--- config.mk ---
export PLATFORM = sky130hd
export DESIGN_NAME = multi_stack_shared_store_unit
export DESIGN_NICKNAME = d
export VERILOG_FILES = /design/src/rtl/core/msss_pkg.sv /design/src/rtl/core/multi_stack_shared_store_unit.sv
export SDC_FILE = /design/constraint.sdc
export NUM_CORES = 1
export LEC_CHECK = 0
export BUFFER_PORTS_ARGS = -buffer_cell sky130_fd_sc_hd__buf_2
export CAP_MARGIN = 10
export CORE_MARGIN = 5
export CORE_UTILIZATION = 55
export CTS_CLUSTER_DIAMETER = 100
export DETAILED_ROUTE_END_ITERATION = 6
export PLACE_DENSITY = 0.72
export SLEW_MARGIN = 40
export SYNTH_ARGS = -nofsm -noshare
export SYNTH_HDL_FRONTEND = slang
export SYNTH_SLANG_ARGS = --single-unit
--- constraint.sdc ---
create_clock -name clock -period 6.6 [get_ports clock]
set_input_delay 0 -clock clock [delete_from_list [all_inputs] [get_ports clock]]
set_output_delay 0 -clock clock [all_outputs]
set_load 0.02 [all_outputs]
--- src/rtl/core/msss_pkg.sv ---
// Package: shared types and constants for the multi-stack shared store unit.
package msss_pkg;

   localparam int DATA_W     = 32;
   localparam int STACK_ID_W = 2;
   localparam int STATUS_W   = 2;

   localparam logic MODE_PUSH = 1'b0;
   localparam logic MODE_POP  = 1'b1;

   localparam logic [STATUS_W-1:0] STATUS_OK    = 2'd0;
   localparam logic [STATUS_W-1:0] STATUS_FULL  = 2'd1;
   localparam logic [STATUS_W-1:0] STATUS_EMPTY = 2'd2;

   typedef enum logic {
      ST_IDLE,
      ST_EXEC
   } state_type;

endpackage

--- src/rtl/core/multi_stack_shared_store_unit.sv ---
// Several LIFO stacks that share one data store, with a free list threaded through a link memory.
//
// When a request is accepted, the link and data memories are read at the selected slot. In the
// execute state the read data come back, and a request that succeeds writes the link memory and,
// on a push, the data memory. The result appears in the cycle after the execute state, for one
// cycle, with rsp_valid high. busy is high in the execute state, so a new request can be taken
// in the same cycle that the previous result is shown. The receiver cannot stall. After reset, no
// clearing pass is needed: never-used slots are tracked by a fill count, and they link to the
// next slot up. Only the first four stacks can be addressed by req_stack_id. A stack number
// that is out of range answers full on a push and empty on a pop.
module multi_stack_shared_store_unit #(
   parameter int NUM_STACKS = 4,
   parameter int CAPACITY   = 16
) (
   input  logic                                   clock,
   input  logic                                   reset,
   input  logic                                   start,
   output logic                                   busy,
   input  logic                                   req_mode,
   input  logic        [msss_pkg::STACK_ID_W-1:0] req_stack_id,
   input  logic signed [msss_pkg::DATA_W-1:0]     req_push_value,
   output logic                                   rsp_valid,
   output logic signed [msss_pkg::DATA_W-1:0]     rsp_pop_value,
   output logic        [msss_pkg::STATUS_W-1:0]   rsp_status
);
   import msss_pkg::*;

   localparam int PTR_W     = $clog2(CAPACITY + 1);
   localparam int ADDR_W    = $clog2(CAPACITY);
   localparam int SID_SPAN  = 1 << STACK_ID_W;
   localparam int HEAD_USED = (NUM_STACKS < SID_SPAN) ? NUM_STACKS : SID_SPAN;
   localparam int HEAD_IW   = (HEAD_USED > 1) ? $clog2(HEAD_USED) : 1;
   localparam int HEAD_N    = 1 << HEAD_IW;

   localparam logic [PTR_W-1:0]      PTR_NONE  = PTR_W'(CAPACITY);
   localparam logic [STACK_ID_W:0]   SID_LIMIT = (STACK_ID_W + 1)'(HEAD_USED);

   // State memories
   logic [PTR_W-1:0]  link_mem [CAPACITY];
   logic [DATA_W-1:0] data_mem [CAPACITY];

   logic [PTR_W-1:0]  link_rd_ff;
   logic [DATA_W-1:0] data_rd_ff;

   logic [PTR_W-1:0]  heads_ff [HEAD_N];
   logic [PTR_W-1:0]  free_head_ff, free_head_in;
   logic [PTR_W-1:0]  fresh_ff, fresh_in;

   state_type state_ff, state_in;
   logic      exec;

   // Request registers
   logic               mode_ff;
   logic [HEAD_IW-1:0] idx_ff;
   logic [DATA_W-1:0]  value_ff;
   logic [PTR_W-1:0]   slot_ff;
   logic               ok_ff;

   // Result registers
   logic                rsp_valid_ff, rsp_valid_in;
   logic [DATA_W-1:0]   rsp_value_ff, rsp_value_in;
   logic [STATUS_W-1:0] rsp_status_ff, rsp_status_in;

   logic               accept;
   logic               sid_ok;
   logic [HEAD_IW-1:0] head_idx;
   logic [PTR_W-1:0]   slot_sel;
   logic               op_ok;
   logic [ADDR_W-1:0]  rd_addr;

   logic [ADDR_W-1:0]  wr_addr;
   logic [PTR_W-1:0]   link_eff;
   logic               head_wr;
   logic [PTR_W-1:0]   head_wr_val;
   logic               mem_wr;
   logic [PTR_W-1:0]   link_wr_val;

   // Request decode and read address
   always_comb begin
      accept   = start && !busy;
      sid_ok   = ({1'b0, req_stack_id} < SID_LIMIT);
      head_idx = req_stack_id[HEAD_IW-1:0];
      slot_sel = (req_mode == MODE_PUSH) ? free_head_ff : heads_ff[head_idx];
      op_ok    = sid_ok && (slot_sel < PTR_NONE);
      rd_addr  = op_ok ? slot_sel[ADDR_W-1:0] : '0;
   end

   // Next state
   always_comb begin
      state_in = state_ff;
      unique case (state_ff)
         ST_IDLE: begin
            if (accept) state_in = ST_EXEC;
         end
         ST_EXEC: state_in = ST_IDLE;
         default: state_in = ST_IDLE;
      endcase
   end

   // State outputs
   always_comb begin
      unique case (state_ff)
         ST_EXEC: exec = 1'b1;
         default: exec = 1'b0;
      endcase
   end

   assign busy = exec;

   always_ff @(posedge clock) begin
      if (reset) begin
         state_ff <= ST_IDLE;
      end else begin
         state_ff <= state_in;
      end
   end

   always_ff @(posedge clock) begin
      if (accept) begin
         mode_ff  <= req_mode;
         idx_ff   <= head_idx;
         value_ff <= req_push_value;
         slot_ff  <= slot_sel;
         ok_ff    <= op_ok;
      end
   end

   // Execute: read data arrive, memories and pointers are updated
   always_comb begin
      wr_addr = slot_ff[ADDR_W-1:0];
      // a slot at or above the fill count was never written and links to the next slot up
      link_eff      = (slot_ff >= fresh_ff) ? (slot_ff + PTR_W'(1)) : link_rd_ff;
      free_head_in  = free_head_ff;
      fresh_in      = fresh_ff;
      head_wr       = 1'b0;
      head_wr_val   = link_rd_ff;
      mem_wr        = 1'b0;
      link_wr_val   = free_head_ff;
      rsp_valid_in  = exec;
      rsp_value_in  = '0;
      rsp_status_in = STATUS_OK;
      if (mode_ff == MODE_PUSH) begin
         rsp_value_in = '0;
         if (!ok_ff) begin
            rsp_status_in = STATUS_FULL;
         end else if (exec) begin
            mem_wr       = 1'b1;
            link_wr_val  = heads_ff[idx_ff];
            head_wr      = 1'b1;
            head_wr_val  = slot_ff;
            free_head_in = link_eff;
            if (slot_ff == fresh_ff) fresh_in = fresh_ff + PTR_W'(1);
         end
      end else begin
         if (!ok_ff) begin
            rsp_value_in  = '1;
            rsp_status_in = STATUS_EMPTY;
         end else begin
            rsp_value_in = data_rd_ff;
            if (exec) begin
               mem_wr       = 1'b1;
               link_wr_val  = free_head_ff;
               head_wr      = 1'b1;
               head_wr_val  = link_rd_ff;
               free_head_in = slot_ff;
            end
         end
      end
   end

   // Memories: read on transfer, write during execute
   always_ff @(posedge clock) begin
      if (accept) begin
         link_rd_ff <= link_mem[rd_addr];
         data_rd_ff <= data_mem[rd_addr];
      end
      if (mem_wr) begin
         link_mem[wr_addr] <= link_wr_val;
         if (mode_ff == MODE_PUSH) data_mem[wr_addr] <= value_ff;
      end
   end

   always_ff @(posedge clock) begin
      if (reset) begin
         for (int i = 0; i < HEAD_N; i++) heads_ff[i] <= PTR_NONE;
         free_head_ff <= '0;
         fresh_ff     <= '0;
      end else begin
         if (head_wr) heads_ff[idx_ff] <= head_wr_val;
         free_head_ff <= free_head_in;
         fresh_ff     <= fresh_in;
      end
   end

   always_ff @(posedge clock) begin
      if (reset) begin
         rsp_valid_ff <= 1'b0;
      end else begin
         rsp_valid_ff <= rsp_valid_in;
      end
      rsp_value_ff  <= rsp_value_in;
      rsp_status_ff <= rsp_status_in;
   end

   assign rsp_valid     = rsp_valid_ff;
   assign rsp_pop_value = rsp_value_ff;
   assign rsp_status    = rsp_status_ff;

   // Assertions
   a_exec_one_cycle: assert property (@(posedge clock) disable iff (reset)
      busy |=> !busy)
      else $error("execute phase lasted more than one cycle");

   a_result_follows: assert property (@(posedge clock) disable iff (reset)
      busy |=> rsp_valid)
      else $error("no result after execute phase");

   a_result_only_after_exec: assert property (@(posedge clock) disable iff (reset)
      rsp_valid |-> $past(busy))
      else $error("result without a preceding execute phase");

   a_fill_bound: assert property (@(posedge clock) disable iff (reset)
      fresh_ff <= PTR_NONE)
      else $error("fill count beyond capacity");

   a_free_head_range: assert property (@(posedge clock) disable iff (reset)
      (free_head_ff <= fresh_ff) || (free_head_ff == PTR_NONE))
      else $error("free list head points past the fill count");

endmodule

# Word level (Yosys, flattened, before mapping)
# Memories as Yosys holds them, arrays and structs flattened. A register that Yosys moved wholly into a read port is not among the register bits.
# Cells that the tools add are included.
# op_classes
addsub	2
magnitude_cmp	2
n_eq_ne	1
muxes	36
bitwise_logic	2
n_reduce_logical	5
# ops
operator	n
$mux 5	14
$mux 32	1
$mux 1	15
$add 5x1->5 const B	2
$mux 2	4
$eq 5x5->1	1
$ge 5x5->1	1
$lt 5x5->1 const B	1
$reduce_or 5->1	1
$mux 4	1
$reduce_and 4->1	1
$not 1->1	2
$pmux 1 s2	1
$reduce_and 2->1	1
$logic_and 1x1->1	1
$logic_not 1->1	1
# totals
reg_bits	87
ram_bits	612
inputBits	38
out_inout_bits	36
memories	3
# memory_table
name	depth	width	read_ports	rd_clocked_by_memory_dff	wr	line_no	rtl
data_mem	16	32	1	1	1	multi_stack_shared_store_unit.sv:40	logic [DATA_W-1:0] data_mem [CAPACITY];
link_mem	16	5	1	1	1	multi_stack_shared_store_unit.sv:39	logic [PTR_W-1:0] link_mem [CAPACITY];
heads_ff	4	5	2	1	4	multi_stack_shared_store_unit.sv:45	logic [PTR_W-1:0] heads_ff [HEAD_N];

# Longest topological paths before layout
# Gate-level depths: netlist of run 1.
# logic_depth
ltp_word	8
mapped_depth	11

# Least setup slack after synthesis of run 1
# No wires, ideal clock.
# synth_path
path_type	register to register
start	register ok_ff
end	memory data_mem[3][0] (enable)
arrival_ns	3.953
t_required_ns	6.098
setup_slack_ns	2.145
stages_incl_launch_ff	5
n_path_buf	2
synth_period_minus_slack_ns	4.455
cell_sequence	edfxtp_1 -> clkbuf_1 -> nand2_1 -> clkbuf_1 -> nor4_1
# synth_between
elab_chain_cells	3
# synth_lines
element	line_no	rtl
start, declared	multi_stack_shared_store_unit.sv:57	logic ok_ff;
start signal, assigned	multi_stack_shared_store_unit.sv:124	ok_ff <= op_ok;
$mux 1	multi_stack_shared_store_unit.sv:144, multi_stack_shared_store_unit.sv:155	
$mux 1	multi_stack_shared_store_unit.sv:177	if (mem_wr) begin
$mux 1 (not written as such)	multi_stack_shared_store_unit.sv:179	if (mode_ff == MODE_PUSH) data_mem[wr_addr] <= value_ff;
end, declared	multi_stack_shared_store_unit.sv:40	
# Every way passes these cells.

==> results.tsv, run 1 <==
metric	value	unit
CTS root buffer	clkbuf_16	
post-layout minimum cycle time	3.581	ns
clk sinks	738	
unrepaired setup endpoints after global routing	no	
Setup CP Type	reg2reg	
GR Util All Layers	24.21	%
Post CTS Setup Buffer Count	0	
final period utilization	54.26	%
Synth warnings	0	
antenna cells	0	
crit path DAT	4.06	ns
Final GP Congestion	0.8030	
synthesized flop and latch total	738	
Cell Area, Synth	0.02803	sq mm
initial drt markers	1983	
DRC	0	
fin nets	1982	
synthesized area per cell	15.32	sq um
Synth Area in Compound Gates	8.779	%
multiplexer area fraction after synthesis	4.115	%
CP Data Required Time	7.08	ns
Hold WS	0.1002	ns
CTS clk-pin slew, worst paths	0.07	ns
skew final	0.01407	ns
Hold Buf Count CTS	38	
CP startpoint kind	flop	
DRT antenna net count	0	
worst setup margin	3.019	ns
Slew @ Worst Pin	0.8806	ns
area leader, netlist	edfxtp_1	
PwrDens	316.1	mW/mm^2
post-synth top area share	73.91	%
Post-CTS Resized	0	
largest net degree at the start of global routing	81	
register area share after synthesis	77.34	%
DP HPWL	34590	microns
Total Wirelength	68110	microns
initial core utilization	55.76	%
Site Rows	82	
worst vdd ir	0.2435	mV
endpoints failing hold	0	
FMAX	0.2792	GHz
Synth Area in Simple Gates	6.771	%
largest family of logic cells by synthesized area	compound AO/OA/AOI/OAI gates	
XOR/XNOR Fraction of Synth Area	0.1250	%
worst-case clock buffer depth	3	
drt wl/cell	25.57	microns
Cells after Synth	1830	
Inserted Clock Buffers	74	
DIE WIDTH	235.8	microns
DIE HEIGHT	235.8	microns
die area	0.05559	sq mm
CTS tree	built	
fin. max-slew vios	0	
synthesis-to-finish area growth	14.85	%
Sum Neg Setup Slack	0	ns
commonest non-fill, non-tap cells in the layout	690 x edfxtp_1, 315 x nand2_1, 112 x a31oi_1, 80 x mux2i_1, 78 x clkbuf_16	
synth unique cells	44	
vias in the first global route	16720	
# IOs	74	
worst-path fanout max	59	
final setup fails	0	
core area	0.05027	sq mm
fillers	3526	
initial antenna violation count	0	
hold crit path type	in2reg	
# H-tree levels	3	
Vias/cell	6.261	
Worst slew margin	41.29	%
Max Cap Viol	0	
clock latency at the later pin of the worst-skew pair	0.61	ns
first-pass GRT wire length	102700	microns
most common cell after layout, fill and taps aside	edfxtp_1	
Via Count	16680	
static leakage	11.20	nW
Post-Synth Adder-Cell Area	0.4463	%
dominant cells by area after synthesis	edfxtp_1 74%, nand2_1 4.3%, dfxtp_1 3.4%	
outcome	finished clean	
TritonRoute pass-1 iters	5	
post-synth net total	1878	
Setup crit end kind	flop	
dpl ws	3.110	ns
Remaining Overflow, GRT	0	
layout cells sized above 1	13.86	%
I/O Buffers	73	
==> cell families (layout without fill, tap and decap cells) <==
logic type,after synthesis,after routing
fa+ha+maj,10,10
compound gates,348,348
mux,102,102
simple gates,464,464
buf+inv,164,326
xor+xnor,4,4
flops,738,738
==> state kept, by name, summed over array words and instances (netlist names), 2 cells and up, named ones only <==
register	count
data_mem	512
rsp_pop_value	32
slot_ff	5
free_head_ff	5
link_rd_ff	5
fresh_ff	5
data_rd_ff	32
rsp_status	2
heads_ff	20
link_mem	80
idx_ff	2
value_ff	32
==> worst paths after layout <==
path / slack [ns] / to / start / cells past startpoint
worst max-delay path: 3.02 / data_rd_ff[13] / heads_ff[3][0] / 8
worst min-delay path: 0.10 / value_ff[12] / req_push_value[12] / 2
worst min register to register: 0.51 / rsp_pop_value[11] / data_rd_ff[11] / 2
worst max register to register: 3.02 / data_rd_ff[13] / heads_ff[3][0] / 8
==> report_power, final <==
| part | switching (mW) | internal (mW) | total (mW) |
|---|---|---|---|
| clock network | 1.74 | 2.59 | 4.34 |
| registers | 0.0780 | 5.20 | 5.28 |
| logic | 0.360 | 0.198 | 0.557 |
==> area by class of cell <==
cell class	count	area, sq um	area share (%)
tap	672	840.8	2.611
timing repair buffer	145	1109	3.443
multi-input combinational	928	5876	18.25
clock buffer	96	2049	6.365
inverter	47	178.9	0.5557
clock inverter	38	462.9	1.438
sequential	738	21680	67.34
==> cell usage after synthesis, drive strengths merged <==
cell type	instances
mux4	9
edfxtp	690
clkbuf	72
a2111oi	1
o311ai	1
a31o	1
nand4	3
a32o	39
o21a	2
or3	4
inv	47
nor4	2
and2	5
nor3b	3
nand2	318
dfxtp	48
a2bb2oi	1
nor3	12
a21oi	34
mux2i	80
nand3b	1
xnor2	4
nand2b	10
buf	45
ha	10
a221o	37
a221oi	38
o41ai	1
o21ai	79
mux2	13
nor2b	5
a31oi	113
a22o	1
nand3	43
nor2	58
==> worst max-delay path: stages, from the launching register on <==
cell      delay (ns)
edfxtp_1        0.39
mux4_2          0.51
a21oi_4         0.24
inv_2           0.29
o21ai_4         0.56
buf_4           0.79
a221oi_1        0.23
a31oi_1         0.24
a32o_1          0.16
==> routing by layer <==
metal | global-route usage (%) | share of wire [%]
met1 | 33.54 | 39
met2 | 39.60 | 49
met3 | 3.668 | 9.0
met4 | 8.990 | 3.1
met5 | 0 | 0
==> stage by stage <==
step / std cells / utilization [%] / power [mW] / cell area, sq um
6_report: 2664 / 64.04 / 10.18 / 32200
5_1_grt: 2664 / 64.04 / 10.46 / 32200
4_1_cts: 2664 / 64.00 / 10.22 / 32180
3_5_place_dp: 2492 / 58.25 / 5.913 / 29280
3_3_place_gp: 2488 / 58.01 / 5.890 / 29160
2_1_floorplan: 1830 / - / 5.705 / 28030
(Power assumes the default switching activity.)
==> run 2, diff against run 1 <==
==> constraint.sdc (replaced) <==
create_clock -name clock -period 3.5 [get_ports clock]
set_input_delay 0 -clock clock [delete_from_list [all_inputs] [get_ports clock]]
set_output_delay 0 -clock clock [all_outputs]
set_load 0.02 [all_outputs]
==> run 2 against run 1 <==
Effect of this change: critical path depth is 1 higher; flip-flop and latch count stayed put; maximum frequency is 16% higher; cell count is 0.68% higher; cell area is 0.28% higher; register-to-register slack worse by 2.6 ns; clock power is 74% higher; worst setup slack worse by 2.6 ns; core utilization is 0.18 points higher; via count is 0.74% lower; die area stayed put.
==> results.tsv, run 2 (synthesized netlist as in run 1, its figures left out) <==
metric	value	unit
outcome	finished clean	
endpoints failing hold	0	
clk sinks	738	
CP Data Required Time	3.85	ns
DRC	0	
# H-tree levels	3	
crit-path cells	mux4_2, a21oi_4, buf_12, buf_4, mux2i_1, o21ai_1, a221oi_1, a31oi_1, a32o_1	
most common cell after layout, fill and taps aside	edfxtp_1	
layout cells sized above 1	13.98	%
Worst path slowest cell	mux4_2	
hold crit path type	in2reg	
CTS tree	built	
most flop-heavy register	data_mem	
sequential power share	53.6	%
combinational power share	5.9	%
drt wl/cell	25.46	microns
Vias/cell	6.173	
fin. max-slew vios	0	
skew final	0.02614	ns
Post-DP Area	0.02961	sq mm
Inserted Clock Buffers	73	
final core occ	64.22	%
area of the multi-input gates	0.005893	sq mm
DRT antenna net count	0	
first-pass GRT wire length	101900	microns
biggest regs	data_mem (512), link_mem (80)	
DP HPWL	35750	microns
GR Util All Layers	24.11	%
placed cell count	2512	
crit path DAT	3.44	ns
initial drt markers	1868	
largest net degree at the start of global routing	79	
DIE WIDTH	235.8	microns
hold_sp	req_push_value[6]	
Via Count	16560	
switch share	21.62	%
static leakage	11.26	nW
commonest non-fill, non-tap cells in the layout	690 x edfxtp_1, 315 x nand2_1, 112 x a31oi_1, 80 x mux2i_1, 75 x clkbuf_16	
Worst slew margin	47.14	%
unrepaired setup endpoints after global routing	no	
Pwr Total	18.59	mW
CP Buf/Inv Count	2	
CP startpoint kind	flop	
CTS root buffer	clkbuf_16	
antenna cells	0	
worst-path fanout max	54	
CP max stage delay	0.52	ns
post-layout minimum cycle time	3.090	ns
worst-case clock buffer depth	3	
I/O Buffers	73	
final period utilization	88.29	%
r2r startpoint	heads_ff[2][0]	
Largest register FFs	512	
Final GP Congestion	0.8704	
Total Wirelength	68280	microns
vias in the first global route	16430	
Setup crit end kind	flop	
final std cells w/o fill	2682	
storage element area	0.02168	sq mm
fin nets	2001	
Net Switching	4.019	mW
fillers	3553	
Setup CP Type	reg2reg	
Sum Neg Setup Slack	0	ns
Slew @ Worst Pin	0.7729	ns
crit path from	heads_ff[2][0]	
synthesis-to-finish area growth	15.17	%
PwrDens	575.7	mW/mm^2
Final Instance Area	0.03229	sq mm
Site Rows	82	
CTS clk-pin slew, worst paths	0.06	ns
Remaining Overflow, GRT	0	
final setup fails	0	
FMAX	0.3236	GHz
DIE HEIGHT	235.8	microns
worst vdd ir	0.3851	mV
initial core utilization	55.76	%
Pint	14.57	mW
core area	0.05027	sq mm
clock latency at the later pin of the worst-skew pair	0.61	ns
die area	0.05559	sq mm
critical path's top delay family	compound AO/OA/AOI/OAI gates	
TritonRoute pass-1 iters	5	
clock share of power	40.5	%
initial antenna violation count	0	
# IOs	74	
Max Cap Viol	0	
-- run 2: cell count changes in the layout (fill, tap and decap cells not counted), moves of 4 or more --
cell / change
bufinv_16: -5
nor3_4: +4
buf_12: +16
clkinv_1: +8
buf_4: +8
nor3_2: -6
-- run 2: cell type report --
type | count | share of cell area [%]
sequential | 738 | 67.15
clock buffer | 95 | 6.107
tap | 672 | 2.604
inverter | 47 | 0.5542
multi-input combinational | 928 | 18.25
timing repair buffer | 165 | 4.371
clock inverter | 37 | 0.9611
-- run 2: final timing paths --
check | end | slack [ns] | depth (start not counted)
setup / recovery | data_rd_ff[10] | 0.41 | 9
hold / removal | value_ff[6] | 0.10 | 2
setup reg to reg | data_rd_ff[10] | 0.41 | 9
hold reg to reg | rsp_pop_value[26] | 0.51 | 2
-- run 2: power groups by stage --
stage          registers, mW  clock network [mW]  logic (mW)
4_1_cts                 9.96                7.62        1.09
3_3_place_gp            10.1                   0        1.02
2_1_floorplan           10.1                   0       0.635
5_1_grt                 9.97                8.00        1.17
3_5_place_dp            10.1                   0        1.05
6_report                9.96                7.53        1.10
-- run 2: stage by stage --
stage,hold slack [ns],setup slack (ns)
global placement,0.1770,0.5878
CTS,0.07839,0.4632
global route,0.09072,0.2718
floorplan,0.09887,0.3697
finish,0.1019,0.4100
detailed placement,0.1781,0.4515
-- run 2: per-layer routing --
layer / part of all wire [%] / vias to the layer above / GRT usage [%]
li1: - / 7277 / -
met1: 39 / 8216 / 33.45
met2: 48 / 906 / 39.21
met3: 9.2 / 157 / 4.170
met4: 3.2 / 0 / 8.480
met5: 0 / - / 0
-- run 2: repair_timing --
item / in CTS / in global routing
endpoints found under the hold margin: 47 / 0
hold buffers: 38 / 0
gates resized for setup: 0 / 0
buffers inserted: 0 / 0
setup endpoints to repair: 0 / 0
==> run 3, diff against run 2 <==
--- a/config.mk
+++ b/config.mk
@@ -8,10 +8,9 @@
 export BUFFER_PORTS_ARGS = -buffer_cell sky130_fd_sc_hd__buf_2
 export CAP_MARGIN = 10
 export CORE_MARGIN = 5
-export CORE_UTILIZATION = 55
+export CORE_UTILIZATION = 45
 export CTS_CLUSTER_DIAMETER = 100
 export DETAILED_ROUTE_END_ITERATION = 6
-export PLACE_DENSITY = 0.72
 export SLEW_MARGIN = 40
 export SYNTH_ARGS = -nofsm -noshare
 export SYNTH_HDL_FRONTEND = slang
==> run 3 against run 2 <==
Effect of this change: routed wire length up 3.4%; maximum frequency grew 2.9%; clock skew fell by 0.0071 ns; cell count grew 6.5%; clock power rose by 9.7%; first-iteration DRC count is 22% lower; worst setup slack gained 0.087 ns; critical endpoint is now data_rd_ff[11]; largest cell class unchanged.
==> results.tsv, run 3 (synthesized netlist as in run 1, its figures left out) <==
metric	value	unit
Worst slew margin	43.92	%
initial drt markers	1459	
# H-tree levels	3	
DRC	0	
static leakage	11.40	nW
drt wl/cell	24.71	microns
Setup crit end kind	flop	
Vias/cell	5.686	
TritonRoute pass-1 iters	5	
clk sinks	738	
final setup fails	0	
biggest regs	data_mem (512), link_mem (80)	
fin nets	2004	
Largest register FFs	512	
largest net degree at the start of global routing	76	
worst-path fanout max	13	
most common cell after layout, fill and taps aside	edfxtp_1	
worst vdd ir	0.3271	mV
commonest non-fill, non-tap cells in the layout	690 x edfxtp_1, 315 x nand2_1, 112 x a31oi_1, 80 x mux2i_1, 78 x clkbuf_16	
clock latency at the later pin of the worst-skew pair	0.62	ns
synthesis-to-finish area growth	16.95	%
PwrDens	589.4	mW/mm^2
core area	0.06171	sq mm
storage element area	0.02168	sq mm
vias in the first global route	16060	
Via Count	16250	
worst-case clock buffer depth	3	
die area	0.06739	sq mm
hold crit path type	in2reg	
met1 Resource Use GR	29.95	%
DP HPWL	37490	microns
layout cells sized above 1	15.20	%
FMAX	0.3330	GHz
fin. max-slew vios	0	
fillers	5080	
DRT antenna net count	0	
Worst path slowest cell	mux4_2	
CP Data Required Time	3.86	ns
CP startpoint kind	flop	
I/O Buffers	73	
CP max stage delay	0.49	ns
final period utilization	85.80	%
most flop-heavy register	data_mem	
grt peak-use layer	met2	
post-layout minimum cycle time	3.003	ns
Post CTS Setup Buffer Count	0	
Site Rows	91	
Hold WS	0.09242	ns
critical path's top delay family	multiplexers	
Slew @ Worst Pin	0.8348	ns
initial core utilization	45.43	%
DIE HEIGHT	259.6	microns
Total Wirelength	70600	microns
first-pass GRT wire length	105500	microns
Final GP Congestion	0.7981	
antenna cells	0	
CP Buf/Inv Count	1	
skew final	0.01903	ns
CTS clk-pin slew, worst paths	0.06	ns
initial antenna violation count	0	
unrepaired setup endpoints after global routing	no	
crit-path cells	mux4_2, mux2_4, nand2_2, buf_4, o21ai_0, a221o_1, a32o_1	
Remaining Overflow, GRT	0	
Post-CTS Resized	0	
Max Cap Viol	0	
Inserted Clock Buffers	77	
outcome	finished clean	
DIE WIDTH	259.6	microns
global-route track usage on met3	3.126	%
endpoints failing hold	0	
Sum Neg Setup Slack	0	ns
CTS root buffer	clkbuf_16	
CTS tree	built	
area of the multi-input gates	0.005898	sq mm
met2 Usage GRT	33.98	%
GR Util All Layers	20.88	%
# IOs	74	
crit path DAT	3.37	ns
Setup CP Type	reg2reg	
[run 3: metrics by stage]
step	instance area, sq um	total power [mW]	util [%]	worst slack, ns	std cells
2_1_floorplan	28060	10.76	-	0.3697	1830
3_3_place_gp	29810	11.20	48.31	0.5227	2677
3_5_place_dp	29830	11.22	48.34	0.5030	2677
4_1_cts	32790	19.48	53.13	0.4820	2857
5_1_grt	32790	19.98	53.13	0.3679	2857
6_report	32790	19.32	53.13	0.4969	2857
[run 3: worst reg2reg max path, delay by kind of cell, from the launching register on]
family | cells | cell delay, ns
AOI/OAI and AO/OA | 3 | 0.72
muxes | 2 | 0.84
and+or+nand+nor | 1 | 0.45
buffers and inverters | 1 | 0.35
DFF | 1 | 0.39
[run 3: report_power, final]
group / leakage (nW) / switching (mW) / internal, mW / total (mW)
sequential: 6.65 / 0.150 / 9.82 / 9.96
clock: 1.26 / 3.37 / 4.89 / 8.26
combinational: 3.49 / 0.700 / 0.400 / 1.10
total: 11.4 / 4.22 / 15.1 / 19.3
[run 3: worst paths after layout]
kind,from,end,slack (ns),cells after the start
max reg2reg,heads_ff[2][1],data_rd_ff[11],0.50,7
max,heads_ff[2][1],data_rd_ff[11],0.50,7
min reg2reg,free_head_ff[4],free_head_ff[4],0.51,1
min,req_push_value[13],value_ff[13],0.09,2
[run 3: repair_timing]
| action | CTS | global route |
|---|---|---|
| setup endpoints to repair | 0 | 0 |
| hold buffers | 37 | 0 |
| hold endpoints to repair | 49 | 0 |
[run 3: layer usage]
layer	up-vias	routed length, microns
li1	7294	-
met1	8262	30620
met2	597	34030
met3	92	4735
met4	0	1211
met5	-	0
[run 3: final cells by class]
type                       instances  share of cell area (%)
tap                              837                   3.194
multi-input combinational        928                   17.99
inverter                          47                  0.5457
clock inverter                    46                   1.427
clock buffer                      97                   6.446
sequential                       738                   66.13
timing repair buffer             164                   4.267
